===== config.mk =====
export PLATFORM = sky130hd
export DESIGN_NAME = expression_tokenizer_flat
export DESIGN_NICKNAME = d
export VERILOG_FILES = /design/src/exptok_pkg.sv /design/src/exptok_if.sv /design/src/exptok_front.sv /design/src/exptok_queue.sv /design/src/exptok_back.sv /design/src/expression_tokenizer.sv /design/src/flat_wrapper.sv
export SDC_FILE = /design/constraint.sdc
export NUM_CORES = 2
export LEC_CHECK = 0
export BUFFER_PORTS_ARGS = -buffer_cell sky130_fd_sc_hd__buf_2
export CAP_MARGIN = 30
export CORE_MARGIN = 5
export CORE_UTILIZATION = 45
export DETAILED_ROUTE_END_ITERATION = 12
export GPL_ROUTABILITY_DRIVEN = 0
export PLACE_DENSITY_LB_ADDON = 0.2
export SLEW_MARGIN = 40
export SYNTH_ARGS = -nofsm -noshare
export SYNTH_HDL_FRONTEND = slang
export SYNTH_SLANG_ARGS = --single-unit

===== constraint.sdc =====
create_clock -name clk -period 181.2 [get_ports clk]
set_input_delay 27.18 -clock clk [delete_from_list [all_inputs] [get_ports clk]]
set_output_delay 27.18 -clock clk [all_outputs]
set_load 0.01 [all_outputs]

===== src/exptok_pkg.sv =====
// ---------------------------------------------------------------------------
// exptok_pkg: shared types and constants of the expression tokeniser
// Token kinds, error kinds, lexer modes and the token record.
// ---------------------------------------------------------------------------
package exptok_pkg;

  localparam int unsigned KindW = 5;
  localparam int unsigned ValW  = 31;
  localparam logic [ValW-1:0] ValMax = {ValW{1'b1}};

  typedef enum logic [KindW-1:0] {
    K_INT = 5'd0, K_FLOAT = 5'd1, K_ID = 5'd2, K_ADD = 5'd3, K_SUB = 5'd4,
    K_NOT = 5'd5, K_MUL = 5'd6, K_DIV = 5'd7, K_LPAR = 5'd8, K_RPAR = 5'd9,
    K_ASSIGN = 5'd10, K_EQUAL = 5'd11, K_LESS = 5'd12, K_LESS_EQ = 5'd13,
    K_GREATER = 5'd14, K_GREATER_EQ = 5'd15, K_AND = 5'd16, K_OR = 5'd17,
    K_ERROR = 5'd18, K_END = 5'd19
  } kind_t;

  typedef enum logic [1:0] {
    E_NONE = 2'd0, E_ILLEGAL = 2'd1, E_AMP = 2'd2, E_BAR = 2'd3
  } err_t;

  typedef enum logic [7:0] {
    M_IDLE = 8'b0000_0001, M_NUM = 8'b0000_0010, M_ID = 8'b0000_0100,
    M_EQ   = 8'b0000_1000, M_LT  = 8'b0001_0000, M_GT = 8'b0010_0000,
    M_AMP  = 8'b0100_0000, M_BAR = 8'b1000_0000
  } mode_t;

  // One result as it leaves the block (positions in their low 16 bits)
  typedef struct packed {
    kind_t          kind;
    err_t           err;
    logic [7:0]     ch;
    logic [ValW-1:0] val;
    logic [15:0]    bi;
    logic [15:0]    fi;
    logic [15:0]    bl;
    logic [15:0]    bc;
    logic [15:0]    fl;
    logic [15:0]    fc;
    logic           last;
  } tok_t;

  // Bundle of up to three results caused by one byte
  typedef struct packed {
    logic [1:0] count;   // number of results, 1..3
    tok_t       t0;
    tok_t       t1;
    tok_t       t2;
  } bundle_t;

  function automatic logic is_num(input logic [7:0] c);
    return c >= "0" && c <= "9";
  endfunction

  function automatic logic is_alpha(input logic [7:0] c);
    return c == "_" || (c >= "a" && c <= "z") || (c >= "A" && c <= "Z");
  endfunction

  function automatic logic is_blank(input logic [7:0] c);
    return c == " " || c == 8'h09 || c == 8'h0d || c == 8'h0a;
  endfunction

endpackage


===== src/exptok_if.sv =====
// ---------------------------------------------------------------------------
// exptok_in_if / exptok_out_if: valid-ready channels of the tokeniser
// Input carries text bytes, output carries token records.
// ---------------------------------------------------------------------------
interface exptok_in_if;
  logic       valid;
  logic       ready;
  logic [7:0] text_byte;
  logic       end_of_text;
  modport source (output valid, text_byte, end_of_text, input ready);
  modport sink (input valid, text_byte, end_of_text, output ready);
endinterface

interface exptok_out_if;
  logic        valid;
  logic        ready;
  logic [4:0]  token_kind;
  logic [1:0]  error_kind;
  logic [7:0]  offending_char;
  logic [30:0] integer_value;
  logic [15:0] begin_index;
  logic [15:0] finish_index;
  logic [15:0] begin_line;
  logic [15:0] begin_column;
  logic [15:0] finish_line;
  logic [15:0] finish_column;
  logic        run_last;
  modport source (output valid, token_kind, error_kind, offending_char, integer_value,
                  begin_index, finish_index, begin_line, begin_column, finish_line,
                  finish_column, run_last, input ready);
  modport sink (input valid, token_kind, error_kind, offending_char, integer_value,
                begin_index, finish_index, begin_line, begin_column, finish_line,
                finish_column, run_last, output ready);
endinterface


===== src/exptok_front.sv =====
// ---------------------------------------------------------------------------
// exptok_front: lexer front end
// Takes one byte per beat, updates lexer state and hands a bundle of up to
// three token records to the queue.
// ---------------------------------------------------------------------------
module exptok_front #(
  parameter int unsigned POS_BITS = 16
) (
  input  logic                 clk,
  input  logic                 rst,
  input  logic                 in_valid,
  output logic                 in_ready,
  input  logic [7:0]           in_byte,
  input  logic                 in_last,
  output logic                 push,
  output exptok_pkg::bundle_t  push_data,
  input  logic                 q_full
);
  import exptok_pkg::*;

  typedef logic [POS_BITS-1:0] pos_t;

  mode_t           lex_mode;
  pos_t            cur_index, cur_line, cur_column;
  pos_t            tok_start_index, tok_start_line, tok_start_column;
  logic [ValW-1:0] number_accum;
  logic            seen_dot, halted;

  mode_t           lex_mode_next;
  pos_t            ci_next, cl_next, cc_next, si_next, sl_next, sc_next;
  logic [ValW-1:0] acc_next;
  logic            dot_next, halt_next;
  bundle_t         bnd;
  logic            fire;

  assign in_ready = !q_full;
  assign fire     = in_valid && in_ready;

  // Decode one byte against the current mode
  always_comb begin
    logic [7:0]  c;
    logic        finish, fresh, adv, rem;
    pos_t        ni, nl, nc;
    logic [35:0] prod;
    logic [1:0]  n;
    tok_t        r [3];
    tok_t        tk;
    kind_t       okind;
    c = in_byte;
    finish = in_last || c == 8'd0;
    lex_mode_next = lex_mode;
    acc_next = number_accum;
    dot_next = seen_dot;
    halt_next = halted;
    si_next = tok_start_index;
    sl_next = tok_start_line;
    sc_next = tok_start_column;
    fresh = 1'b0;
    adv = 1'b0;
    rem = 1'b0;
    n = 2'd0;
    okind = K_ADD;
    prod = '0;
    for (int k = 0; k < 3; k++) r[k] = '0;
    tk = '0;
    // position after this byte
    ni = cur_index + pos_t'(1);
    nl = (c == 8'h0a) ? cur_line + pos_t'(1) : cur_line;
    nc = (c == 8'h0a) ? '0 : cur_column + pos_t'(1);
    if (halted) begin
      adv = c != 8'd0;
    end else if (c != 8'd0) begin
      // continue pending token
      unique case (lex_mode)
        M_NUM: begin
          if (is_num(c)) begin
            adv = 1'b1;
            if (!seen_dot) begin
              prod = {5'd0, number_accum} * 36'd10 + {28'd0, c - 8'h30};
              acc_next = (prod > {5'd0, ValMax}) ? ValMax : prod[ValW-1:0];
            end
          end else if (c == "." && !seen_dot) begin
            adv = 1'b1;
            dot_next = 1'b1;
          end else begin
            tk = '0;
            tk.kind = seen_dot ? K_FLOAT : K_INT;
            tk.val = seen_dot ? '0 : number_accum;
            tk.bi = 16'(tok_start_index); tk.bl = 16'(tok_start_line);
            tk.bc = 16'(tok_start_column);
            tk.fi = 16'(cur_index); tk.fl = 16'(cur_line); tk.fc = 16'(cur_column);
            r[0] = tk; n = 2'd1; fresh = 1'b1;
          end
        end
        M_ID: begin
          if (is_alpha(c)) adv = 1'b1;
          else begin
            tk = '0; tk.kind = K_ID;
            tk.bi = 16'(tok_start_index); tk.bl = 16'(tok_start_line);
            tk.bc = 16'(tok_start_column);
            tk.fi = 16'(cur_index); tk.fl = 16'(cur_line); tk.fc = 16'(cur_column);
            r[0] = tk; n = 2'd1; fresh = 1'b1;
          end
        end
        M_EQ, M_LT, M_GT: begin
          tk = '0;
          tk.kind = (lex_mode == M_EQ) ? K_ASSIGN : (lex_mode == M_LT) ? K_LESS : K_GREATER;
          tk.bi = 16'(tok_start_index); tk.bl = 16'(tok_start_line);
          tk.bc = 16'(tok_start_column);
          if (c == "=") begin
            tk.kind = kind_t'(tk.kind + 5'd1);
            tk.fi = 16'(ni); tk.fl = 16'(nl); tk.fc = 16'(nc);
            adv = 1'b1;
            lex_mode_next = M_IDLE;
          end else begin
            tk.fi = 16'(cur_index); tk.fl = 16'(cur_line); tk.fc = 16'(cur_column);
            fresh = 1'b1;
          end
          r[0] = tk; n = 2'd1;
        end
        M_AMP, M_BAR: begin
          tk = '0;
          tk.fi = 16'(ni); tk.fl = 16'(nl); tk.fc = 16'(nc);
          if (c == ((lex_mode == M_AMP) ? "&" : "|")) begin
            tk.kind = (lex_mode == M_AMP) ? K_AND : K_OR;
            tk.bi = 16'(tok_start_index); tk.bl = 16'(tok_start_line);
            tk.bc = 16'(tok_start_column);
          end else begin
            tk.kind = K_ERROR;
            tk.err = (lex_mode == M_AMP) ? E_AMP : E_BAR;
            tk.ch = c;
            tk.bi = 16'(cur_index); tk.bl = 16'(cur_line); tk.bc = 16'(cur_column);
          end
          r[0] = tk; n = 2'd1; adv = 1'b1;
          lex_mode_next = M_IDLE;
        end
        default: fresh = 1'b1;
      endcase
      // lex the byte from scratch
      if (fresh) begin
        lex_mode_next = M_IDLE;
        adv = 1'b1;
        if (!is_blank(c)) begin
          si_next = cur_index; sl_next = cur_line; sc_next = cur_column;
          tk = '0;
          tk.bi = 16'(cur_index); tk.bl = 16'(cur_line); tk.bc = 16'(cur_column);
          tk.fi = 16'(ni); tk.fl = 16'(nl); tk.fc = 16'(nc);
          rem = 1'b0;
          if (is_num(c)) begin
            lex_mode_next = M_NUM;
            acc_next = ValW'(c - 8'h30);
            dot_next = 1'b0;
          end else if (is_alpha(c)) begin
            lex_mode_next = M_ID;
          end else begin
            rem = 1'b1;
            unique case (c)
              "=": begin lex_mode_next = M_EQ; rem = 1'b0; end
              "<": begin lex_mode_next = M_LT; rem = 1'b0; end
              ">": begin lex_mode_next = M_GT; rem = 1'b0; end
              "&": begin lex_mode_next = M_AMP; rem = 1'b0; end
              "|": begin lex_mode_next = M_BAR; rem = 1'b0; end
              "+": okind = K_ADD;
              "-": okind = K_SUB;
              "!": okind = K_NOT;
              "*": okind = K_MUL;
              "/": okind = K_DIV;
              "(": okind = K_LPAR;
              ")": okind = K_RPAR;
              default: begin
                okind = K_ERROR;
                tk.err = E_ILLEGAL;
                tk.ch = c;
                halt_next = 1'b1;
              end
            endcase
            tk.kind = okind;
          end
          if (rem) begin
            r[n] = tk; n = n + 2'd1;
          end
        end
      end
    end
    if (adv) begin
      ci_next = ni; cl_next = nl; cc_next = nc;
    end else begin
      ci_next = cur_index; cl_next = cur_line; cc_next = cur_column;
    end
    // flush and end token
    if (finish) begin
      if (!halt_next) begin
        tk = '0;
        tk.bi = 16'(si_next); tk.bl = 16'(sl_next); tk.bc = 16'(sc_next);
        tk.fi = 16'(ci_next); tk.fl = 16'(cl_next); tk.fc = 16'(cc_next);
        rem = 1'b1;
        unique case (lex_mode_next)
          M_NUM: begin
            tk.kind = dot_next ? K_FLOAT : K_INT;
            tk.val = dot_next ? '0 : acc_next;
          end
          M_ID: tk.kind = K_ID;
          M_EQ: tk.kind = K_ASSIGN;
          M_LT: tk.kind = K_LESS;
          M_GT: tk.kind = K_GREATER;
          M_AMP, M_BAR: begin
            tk.kind = K_ERROR;
            tk.err = (lex_mode_next == M_AMP) ? E_AMP : E_BAR;
            tk.bi = 16'(ci_next); tk.bl = 16'(cl_next); tk.bc = 16'(cc_next);
          end
          default: rem = 1'b0;
        endcase
        if (rem) begin
          r[n] = tk; n = n + 2'd1;
        end
      end
      tk = '0;
      tk.kind = K_END;
      tk.bi = 16'(ci_next); tk.bl = 16'(cl_next); tk.bc = 16'(cc_next);
      tk.fi = 16'(ci_next); tk.fl = 16'(cl_next); tk.fc = 16'(cc_next);
      r[n] = tk; n = n + 2'd1;
    end
    bnd = '0;
    bnd.count = n;
    if (n != 2'd0) r[n - 2'd1].last = 1'b1;
    bnd.t0 = r[0];
    bnd.t1 = r[1];
    bnd.t2 = r[2];
  end

  assign push      = fire && bnd.count != 2'd0;
  assign push_data = bnd;

  // Commit lexer state on each accepted beat; an end-of-text or NUL beat clears it
  always_ff @(posedge clk) begin
    if (rst) begin
      lex_mode <= M_IDLE;
      cur_index <= '0; cur_line <= '0; cur_column <= '0;
      tok_start_index <= '0; tok_start_line <= '0; tok_start_column <= '0;
      number_accum <= '0; seen_dot <= 1'b0; halted <= 1'b0;
    end else if (fire) begin
      if (in_last || in_byte == 8'd0) begin
        lex_mode <= M_IDLE;
        cur_index <= '0; cur_line <= '0; cur_column <= '0;
        tok_start_index <= '0; tok_start_line <= '0; tok_start_column <= '0;
        number_accum <= '0; seen_dot <= 1'b0; halted <= 1'b0;
      end else begin
        lex_mode <= lex_mode_next;
        cur_index <= ci_next; cur_line <= cl_next; cur_column <= cc_next;
        tok_start_index <= si_next; tok_start_line <= sl_next;
        tok_start_column <= sc_next;
        number_accum <= acc_next; seen_dot <= dot_next; halted <= halt_next;
      end
    end
  end

endmodule


===== src/exptok_queue.sv =====
// ---------------------------------------------------------------------------
// exptok_queue: two-entry bundle queue between front and back end
// Decouples the lexer from the token serialiser.
// ---------------------------------------------------------------------------
module exptok_queue (
  input  logic                clk,
  input  logic                rst,
  input  logic                push,
  input  exptok_pkg::bundle_t push_data,
  output logic                full,
  output logic                not_empty,
  input  logic                pop,
  output exptok_pkg::bundle_t head
);
  import exptok_pkg::*;

  bundle_t    slot [2];
  logic       wptr, rptr;
  logic [1:0] fill;

  assign full      = fill == 2'd2;
  assign not_empty = fill != 2'd0;
  assign head      = slot[rptr];

  // Write at tail, read at head
  always_ff @(posedge clk) begin
    if (push) slot[wptr] <= push_data;
  end

  always_ff @(posedge clk) begin
    if (rst) begin
      wptr <= 1'b0; rptr <= 1'b0; fill <= 2'd0;
    end else begin
      if (push) wptr <= !wptr;
      if (pop) rptr <= !rptr;
      fill <= fill + 2'(push) - 2'(pop);
    end
  end

endmodule


===== src/exptok_back.sv =====
// ---------------------------------------------------------------------------
// exptok_back: token serialiser
// Walks a bundle one record per beat into the output register.
// ---------------------------------------------------------------------------
module exptok_back (
  input  logic                clk,
  input  logic                rst,
  input  logic                q_valid,
  input  exptok_pkg::bundle_t q_head,
  output logic                q_pop,
  output logic                out_valid,
  input  logic                out_ready,
  output exptok_pkg::tok_t    out_tok
);
  import exptok_pkg::*;

  logic [1:0] sel;
  logic       load;
  tok_t       cur;

  always_comb begin
    case (sel)
      2'd0:    cur = q_head.t0;
      2'd1:    cur = q_head.t1;
      default: cur = q_head.t2;
    endcase
  end

  assign load  = q_valid && (!out_valid || out_ready);
  assign q_pop = load && (sel + 2'd1 == q_head.count);

  // Advance through the bundle, hold while output stalls
  always_ff @(posedge clk) begin
    if (rst) begin
      sel <= 2'd0; out_valid <= 1'b0;
    end else begin
      if (load) begin
        out_valid <= 1'b1;
        sel <= q_pop ? 2'd0 : sel + 2'd1;
      end else if (out_ready) begin
        out_valid <= 1'b0;
      end
    end
  end

  always_ff @(posedge clk) begin
    if (load) out_tok <= cur;
  end

endmodule


===== src/expression_tokenizer.sv =====
// ---------------------------------------------------------------------------
// expression_tokenizer: streaming lexer for arithmetic expressions
// Turns text bytes into tokens with start and end positions.
// ---------------------------------------------------------------------------
//  channel   dir  beat
//  text_in   in   one text byte, end_of_text flag
//  tok_out   out  one token record, run_last flag
//
// One byte is accepted per cycle while the two-entry bundle queue has room.
// A byte gives zero to three tokens; the serialiser sends one per cycle while
// tok_out is ready, so the sustained rate is one byte per cycle when bytes
// average one token. A token passes the queue slot, then the output register.
// Synchronous reset clears lexer state, queue and output valid. Stalls on
// tok_out fill the queue, then drop text_in.ready.
module expression_tokenizer #(
  parameter int unsigned POS_BITS = 16
) (
  input logic clk,
  input logic rst,
  exptok_in_if.sink    text_in,
  exptok_out_if.source tok_out
);
  import exptok_pkg::*;

  logic    push, full, not_empty, pop;
  bundle_t push_data, head;
  tok_t    otok;

  exptok_front #(.POS_BITS(POS_BITS)) u_front (
    .clk, .rst,
    .in_valid(text_in.valid), .in_ready(text_in.ready),
    .in_byte(text_in.text_byte), .in_last(text_in.end_of_text),
    .push, .push_data, .q_full(full)
  );

  exptok_queue u_queue (
    .clk, .rst, .push, .push_data, .full, .not_empty, .pop, .head
  );

  exptok_back u_back (
    .clk, .rst, .q_valid(not_empty), .q_head(head), .q_pop(pop),
    .out_valid(tok_out.valid), .out_ready(tok_out.ready), .out_tok(otok)
  );

  assign tok_out.token_kind     = otok.kind;
  assign tok_out.error_kind     = otok.err;
  assign tok_out.offending_char = otok.ch;
  assign tok_out.integer_value  = otok.val;
  assign tok_out.begin_index    = otok.bi;
  assign tok_out.finish_index   = otok.fi;
  assign tok_out.begin_line     = otok.bl;
  assign tok_out.begin_column   = otok.bc;
  assign tok_out.finish_line    = otok.fl;
  assign tok_out.finish_column  = otok.fc;
  assign tok_out.run_last       = otok.last;

`ifndef SYNTHESIS
  // Hold a stalled token steady
  a_hold: assert property (@(posedge clk) disable iff (rst)
    tok_out.valid && !tok_out.ready |=> tok_out.valid && $stable(otok))
    else $error("token changed under stall");
  // Never push into a full queue
  a_full: assert property (@(posedge clk) disable iff (rst) !(push && full && !pop))
    else $error("queue overflow");
  // Pop only when data is queued
  a_pop: assert property (@(posedge clk) disable iff (rst) pop |-> not_empty)
    else $error("queue underflow");
`endif

endmodule

===== src/flat_wrapper.sv =====
// flat-port wrapper written by rule: the top's interface ports become plain ports
module expression_tokenizer_flat import exptok_pkg::*;
#(
  parameter int unsigned POS_BITS = 16
)
  (clk, rst, text_in_valid, text_in_text_byte, text_in_end_of_text, text_in_ready, tok_out_valid, tok_out_token_kind, tok_out_error_kind, tok_out_offending_char, tok_out_integer_value, tok_out_begin_index, tok_out_finish_index, tok_out_begin_line, tok_out_begin_column, tok_out_finish_line, tok_out_finish_column, tok_out_run_last, tok_out_ready);
  exptok_in_if text_in_i ();
  exptok_out_if tok_out_i ();
  input logic clk;
  input logic rst;
  input wire logic [$bits(text_in_i.valid)-1:0] text_in_valid;
  input wire logic [$bits(text_in_i.text_byte)-1:0] text_in_text_byte;
  input wire logic [$bits(text_in_i.end_of_text)-1:0] text_in_end_of_text;
  output wire logic [$bits(text_in_i.ready)-1:0] text_in_ready;
  output wire logic [$bits(tok_out_i.valid)-1:0] tok_out_valid;
  output wire logic [$bits(tok_out_i.token_kind)-1:0] tok_out_token_kind;
  output wire logic [$bits(tok_out_i.error_kind)-1:0] tok_out_error_kind;
  output wire logic [$bits(tok_out_i.offending_char)-1:0] tok_out_offending_char;
  output wire logic [$bits(tok_out_i.integer_value)-1:0] tok_out_integer_value;
  output wire logic [$bits(tok_out_i.begin_index)-1:0] tok_out_begin_index;
  output wire logic [$bits(tok_out_i.finish_index)-1:0] tok_out_finish_index;
  output wire logic [$bits(tok_out_i.begin_line)-1:0] tok_out_begin_line;
  output wire logic [$bits(tok_out_i.begin_column)-1:0] tok_out_begin_column;
  output wire logic [$bits(tok_out_i.finish_line)-1:0] tok_out_finish_line;
  output wire logic [$bits(tok_out_i.finish_column)-1:0] tok_out_finish_column;
  output wire logic [$bits(tok_out_i.run_last)-1:0] tok_out_run_last;
  input wire logic [$bits(tok_out_i.ready)-1:0] tok_out_ready;
  assign text_in_i.valid = text_in_valid;
  assign text_in_i.text_byte = text_in_text_byte;
  assign text_in_i.end_of_text = text_in_end_of_text;
  assign text_in_ready = text_in_i.ready;
  assign tok_out_valid = tok_out_i.valid;
  assign tok_out_token_kind = tok_out_i.token_kind;
  assign tok_out_error_kind = tok_out_i.error_kind;
  assign tok_out_offending_char = tok_out_i.offending_char;
  assign tok_out_integer_value = tok_out_i.integer_value;
  assign tok_out_begin_index = tok_out_i.begin_index;
  assign tok_out_finish_index = tok_out_i.finish_index;
  assign tok_out_begin_line = tok_out_i.begin_line;
  assign tok_out_begin_column = tok_out_i.begin_column;
  assign tok_out_finish_line = tok_out_i.finish_line;
  assign tok_out_finish_column = tok_out_i.finish_column;
  assign tok_out_run_last = tok_out_i.run_last;
  assign tok_out_i.ready = tok_out_ready;
  expression_tokenizer #(.POS_BITS(POS_BITS)) u_core (.clk(clk), .rst(rst), .text_in(text_in_i), .tok_out(tok_out_i));
endmodule

### Word-level counts from Yosys, hierarchy flattened

Memory sizes are Yosys's and may differ from the RTL's. A register that Yosys moved wholly into a read port is not among the register bits.
Index checks and enable logic that the tools add are counted.
W data, S select, Z words.

* register bits: 287
* bits in writable memories: 862
* input port bits: 13
* output and inout bits: 145
* logic and storage cells: 311
* memories: 1

Memory list
* u_core.u_queue.slot: words 2, bits a word 431, read ports 1, clocked after Yosys merged registers in 1, write ports 1, line exptok_queue.sv:17 `bundle_t slot [2];`

* add/sub/neg operators: 14
* multiply operators: 1
* magnitude comparators: 15
* equal/unequal tests: 36
* multiplexer cells: 176
* bitwise gates (word level): 4
* reduce and logical (&&, ||, !) cells: 38

Operators by type and width (count)
* $mux W429: 10
* $bwmux W429: 4
* $demux W143 S2: 4
* $mux W143: 5
* $pmux W143 S4: 1
* $mux W31: 15
* $mux W16: 28
* $pmux W143 S2: 1
* $mux W139: 2
* $mux W32: 5
* $mux W140: 1
* $eq A8 B6 Y1 const B: 15
* $mux W15: 6
* $mux W8: 8
* $mux W1: 55
* $add A16 B1 Y16 const B: 3
* $eq A8 B4 Y1 const B: 5
* $pmux W8 S5: 1
* $add A35 B8 Y36: 1
* $gt A36 B31 Y1 const B: 1
* $pmux W5 S7: 1
* $mul A31 B3 Y34 const B: 1
* $mux W2: 17
* $eq A8 B7 Y1 const B: 4
* other kinds (44): 90

### Longest topological paths before layout

* depth in word-level cells: 30
* depth in mapped cells: 25
* gate-level depth less buffers: 23

### Cells and area by module

Synthesis repeated with hierarchy kept, for this count alone.

* cells, all modules: 5094
* area, all modules: 59470.8 um^2

Modules (own cells, without submodules)
* exptok_queue: times used 1, cells an instance 1362, area an instance 33113.0 um^2, sequential area each 25984.9 um^2
* exptok_front: times used 1, cells an instance 3092, area an instance 19432.4 um^2, sequential area each 2742.6 um^2
* exptok_back: times used 1, cells an instance 640, area an instance 6925.4 um^2, sequential area each 4354.2 um^2

### Worst setup path before layout

OpenSTA, ideal clock, no wires.

* path type: input -> register
* start point: in text_in_text_byte[4]
* end point: mem u_core.u_queue.slot[1][0] in the netlist's numbering (enable)
* setup time: 2391 ps
* data arrival time: 73720 ps
* required time: 178809 ps
* slack: 105089 ps
* stages: 20
* path buffers: 2
* cell sequence: inv_1 -> ha_1 -> or3b_1 -> clkbuf_1 -> nor3_1 -> or4_4 -> o211a_2 -> a21oi_1 -> a22o_1 -> a2111o_1 -> o211ai_2 -> buf_2 -> nand2_1 -> mux2i_1 -> ha_1 -> nor2_1 -> a21oi_1 -> nand4_1 -> o211ai_1 -> nor4b_1

* cells in the longest elaborated chain, start to end: 25
* elaborated cells on any way between the ends: 101
* those cells by class: add/sub (3); order compare (6); eq/ne (25); mux (50); reduce/logical (17)

Ends and longest elaborated chain
* from (decl): line flat_wrapper.sv:12 `input wire logic [$bits(text_in_i.text_byte)-1:0] text_in_text_byte;`
* $ge A8 B7 Y1 / $le A8 B7 Y1 (equally long branches): line exptok_pkg.sv:57 `return c == "_" || (c >= "a" && c <= "z") || (c >= "A" && c <= "Z");`
* $logic_and A1 B1 Y1: line exptok_pkg.sv:57
* $logic_or A1 B1 Y1 (2 in series): line exptok_pkg.sv:57
* $mux W1 (on tied branches): line exptok_front.sv:96, exptok_front.sv:153
* $pmux W1 S4 / $mux W1 (equally long branches): line exptok_front.sv:74, exptok_front.sv:149
* $mux W1 (on tied branches): line exptok_front.sv:72, exptok_front.sv:143
* $mux W1 (on tied branches): line exptok_front.sv:70, exptok_front.sv:140
* $mux W8 / $mux W1 (equally long branches): line exptok_front.sv:140, exptok_front.sv:72
* (+8 left out)
* $mux W2: line exptok_front.sv:192 `if (!halt_next) begin`
* $mux W2: line exptok_front.sv:191 `if (finish) begin`
* $add A2 B1 Y2: line exptok_front.sv:221 `r[n] = tk; n = n + 2'd1;`
* $mux W2 *: line exptok_front.sv:191
* $reduce_bool A2 Y1 *: line exptok_front.sv:231 `assign push = fire && bnd.count != 2'd0;`
* $logic_and A1 B1 Y1 *: line exptok_front.sv:231
* $mux W1 *: line exptok_queue.sv:27 `if (push) slot[wptr] <= push_data;`
* $mux W1 (not written as such) *: line exptok_queue.sv:27
* to (decl): line exptok_queue.sv:17

Mark *: on every way between the ends. The rest lies on a longest branch, timed or not. The select of a mux whose other input is x is not followed.

==> flow_summary.json <==
{
  "cts_buffers": 120,
  "root_buffer": "clkbuf_16",
  "multi_input_area_sq_mm": 0.02189,
  "ys_types": 102,
  "rsz0062_at_grt": "no",
  "synth_area_leaders": "edfxtp_1, dfxtp_1, a22oi_1, mux2_2, a21oi_1",
  "maxCapViolCount": 0,
  "yosysMostFrequentCell": "edfxtp_1",
  "reg2reg_to": "u_core.u_queue.slot[0][317]$_DFFE_PP_",
  "setup_violations": 0,
  "dieArea_sq_mm": 0.1318,
  "gr-usage-all-layers": 0.2697,
  "timing.hold.ws_ns": 0.4559,
  "cp.arrival_ns": 34.88,
  "ys_seq_area_frac": 0.5813,
  "clock-sinks": 1134,
  "grt-ovfl-total": 0,
  "grt_pass1_vias": 40860,
  "seqCellArea_sq_mm": 0.03261,
  "die_h_microns": 363.0,
  "cts.repair.resized": 0,
  "post-route-drc-count": 0,
  "num_vias": 43620,
  "fmax_ghz": 0.02907,
  "hp-class": "flop to flop",
  "synth-main-ff-cell": "edfxtp_1",
  "nNetsFinal": 5012,
  "die_w_microns": 363.0,
  "grt_pass1_wl_microns": 270000,
  "maxSlewHeadroom": 0.3963,
  "crit_fanout": 53,
  "dp_hpwl_microns": 117400,
  "crit_end": "u_core.u_queue.slot[0][317]$_DFFE_PP_",
  "antenna_found_initial": 9,
  "critical_path.endpoint_type": "flop",
  "row_count": 129,
  "routed_wl_microns": 184600,
  "initialDrtViolationCount": 5767,
  "clk_path_buf_depth": 3,
  "synth_top_area_frac": 0.5295,
  "r2r_slack_ns": 173.77,
  "hold_violations": 0,
  "min_period_ns": 34.40,
  "fin_setup_tns_ns": 0,
  "synth_nets": 5060,
  "required_ns": 181.68,
  "initial_core_util": 0.4530,
  "peakVddDrop_uv": 14.07,
  "fillCellCount": 10800,
  "worstRegToRegCells": 21,
  "startpoint_type": "primary input",
  "skew_ns": 0.03437,
  "power_density_mw_per_mm2": 14.06,
  "hold_depth": 2,
  "io_pins": 158,
  "r2r_start": "u_core.u_front.lex_mode[0]$_SDFFE_PP1P_",
  "wl_per_cell_microns": 27.75,
  "final_layout_size_suffix_gt1_frac": 0.1460,
  "leakage_nw": 21.33,
  "synthToLayoutAreaGrowth_pct": 11.77,
  "viasPerCell": 6.557,
  "synth_cells": 4961,
  "tritoncts": "built",
  "slew_viol_final": 0,
  "ctsHtreeMaxLevel": 3,
  "yosysWarningCount": 0,
  "clk_pin_slew_ns": 0.06,
  "outcome": "finished, final reports clean",
  "synthTopCellsByCount": "edfxtp_1, nor2_1, nand2_1",
  "startpoint": "text_in_text_byte[4]",
  "cts_hold_buf": 0,
  "netlist_area_sq_mm": 0.05608,
  "io_buffers": 157,
  "cts_setup_buffers": 0,
  "syn_area_per_cell_sq_um": 11.30,
  "tightest_slew_ns": 0.8981,
  "async_reset_ff_frac": 0,
  "fp.coreArea_sq_mm": 0.1238,
  "ys_seq_elements": 1134,
  "synth_edf_count": 989,
  "firstDrtPassIters": 6,
  "critical_path_class": "primary input to flop",
  "synth_top_cell_by_area": "edfxtp_1",
  "ant_nets": 0,
  "fin_crit_sh": 0.1899,
  "grt_max_degree": 162,
  "clk_latency_ns": 0.76
}
-- critical path: stages --
cell and delay (ns):
buf_2 0.16, inv_1 0.19, ha_1 0.22, nor3b_2 0.52, nand2_1 0.11, buf_4 0.31
nand2b_2 0.27, buf_4 0.68, nor2_1 0.17, nor3_1 0.26, o2bb2ai_1 0.27, nand4_1 0.14
buf_4 0.31, o211ai_2 0.14, buf_4 0.28, nand2_1 0.19, mux2i_1 0.34, ha_1 0.42
buf_4 0.46, and2_2 0.64, buf_4 0.48, a21oi_2 0.05, buf_4 0.28, and3_1 0.39
a22o_1 0.31
-- cell usage in the layout, fill, tap and decap left out, types with 107 or more instances in the layout --
master	synthesis	routed
clkbuf_16	0	123
edfxtp_1	989	989
dfxtp_1	145	144
a22oi_1	317	317
a221oi_1	167	167
mux2_2	165	165
nand3_1	107	107
nand2_1	377	375
a21o_1	164	164
o21ai_0	244	238
a21oi_1	351	345
buf_2	37	156
nor2_1	454	445
-- routing by layer --
| layer | vias to the layer above | part of all wire | GRT usage |
|---|---|---|---|
| met4 | 8 | 0.053 | 0.1280 |
| met5 | - | 0.00030 | 0 |
| met3 | 527 | 0.10 | 0.06386 |
| met1 | 21560 | 0.40 | 0.3678 |
| li1 | 19100 | - | - |
| met2 | 2432 | 0.44 | 0.4094 |
-- worst min path at each step --
stage | from | endpoint | slack, ns
after floorplan | u_core.u_back.sel[1]$_SDFFE_PP0P_ | u_core.u_back.sel[1]$_SDFFE_PP0P_ | 0.43
after global placement | u_core.u_back.sel[1]$_SDFFE_PP0P_ | u_core.u_back.sel[1]$_SDFFE_PP0P_ | 0.44
after detailed placement | u_core.u_back.sel[1]$_SDFFE_PP0P_ | u_core.u_back.sel[1]$_SDFFE_PP0P_ | 0.45
after CTS | u_core.u_back.sel[1]$_SDFFE_PP0P_ | u_core.u_back.sel[1]$_SDFFE_PP0P_ | 0.46
after global routing | u_core.u_back.sel[1]$_SDFFE_PP0P_ | u_core.u_back.sel[1]$_SDFFE_PP0P_ | 0.49
final | u_core.u_back.sel[1]$_SDFFE_PP0P_ | u_core.u_back.sel[1]$_SDFFE_PP0P_ | 0.46
-- where the power goes --
part	internal [mW]	total, mW	leakage (nW)	switching (mW)
Sequential	0.347	0.360	10.6	0.0132
Clock	0.153	0.259	1.99	0.106
Combinational	0.0865	0.263	8.78	0.176
-- sequential cells by signal (all words and copies together) (netlist names), 16 cells and up, named ones only --
name / cells
u_core.u_front.cur_index: 16
u_core.u_front.cur_line: 16
u_core.u_front.cur_column: 16
u_core.u_front.tok_start_column: 16
u_core.u_back.out_tok: 143
u_core.u_front.tok_start_index: 16
u_core.u_front.number_accum: 31
u_core.u_front.tok_start_line: 16
u_core.u_queue.slot: 846
-- area by class of cell --
type,instances,area share
Tap cell,1637,0.03268
Clock buffer,152,0.05148
Clock inverter,72,0.01429
Timing Repair Buffer,264,0.02942
Inverter,45,0.002775
Multi-Input combinational cell,3348,0.3492
Antenna cell,1,0.00003992
Sequential cell,1134,0.5201
-- stage by stage --
step                        util  total power, mW  cell area (sq um)  instances  setup WS (ns)
after CTS                 0.5054           0.8848              62570       6649         147.05
after global routing      0.5063           0.9193              62680       6652         146.44
final                     0.5063           0.8810              62680       6653         146.80
after global placement    0.4701           0.6222              58200       6416         146.16
after detailed placement  0.4721           0.6255              58440       6425         146.24
after floorplan                -           0.5669              56080       4961         105.09
-- cells by family after synthesis --
family | Yosys count | synth area share
compound gates | 1662 | 0.2035
xor+xnor | 97 | 0.01515
fa+ha+maj | 86 | 0.01945
buf+inv | 479 | 0.03402
flops | 1134 | 0.5813
mux | 191 | 0.03777
simple gates | 1312 | 0.1088
Note: power is estimated with default switching activity, not from simulation.
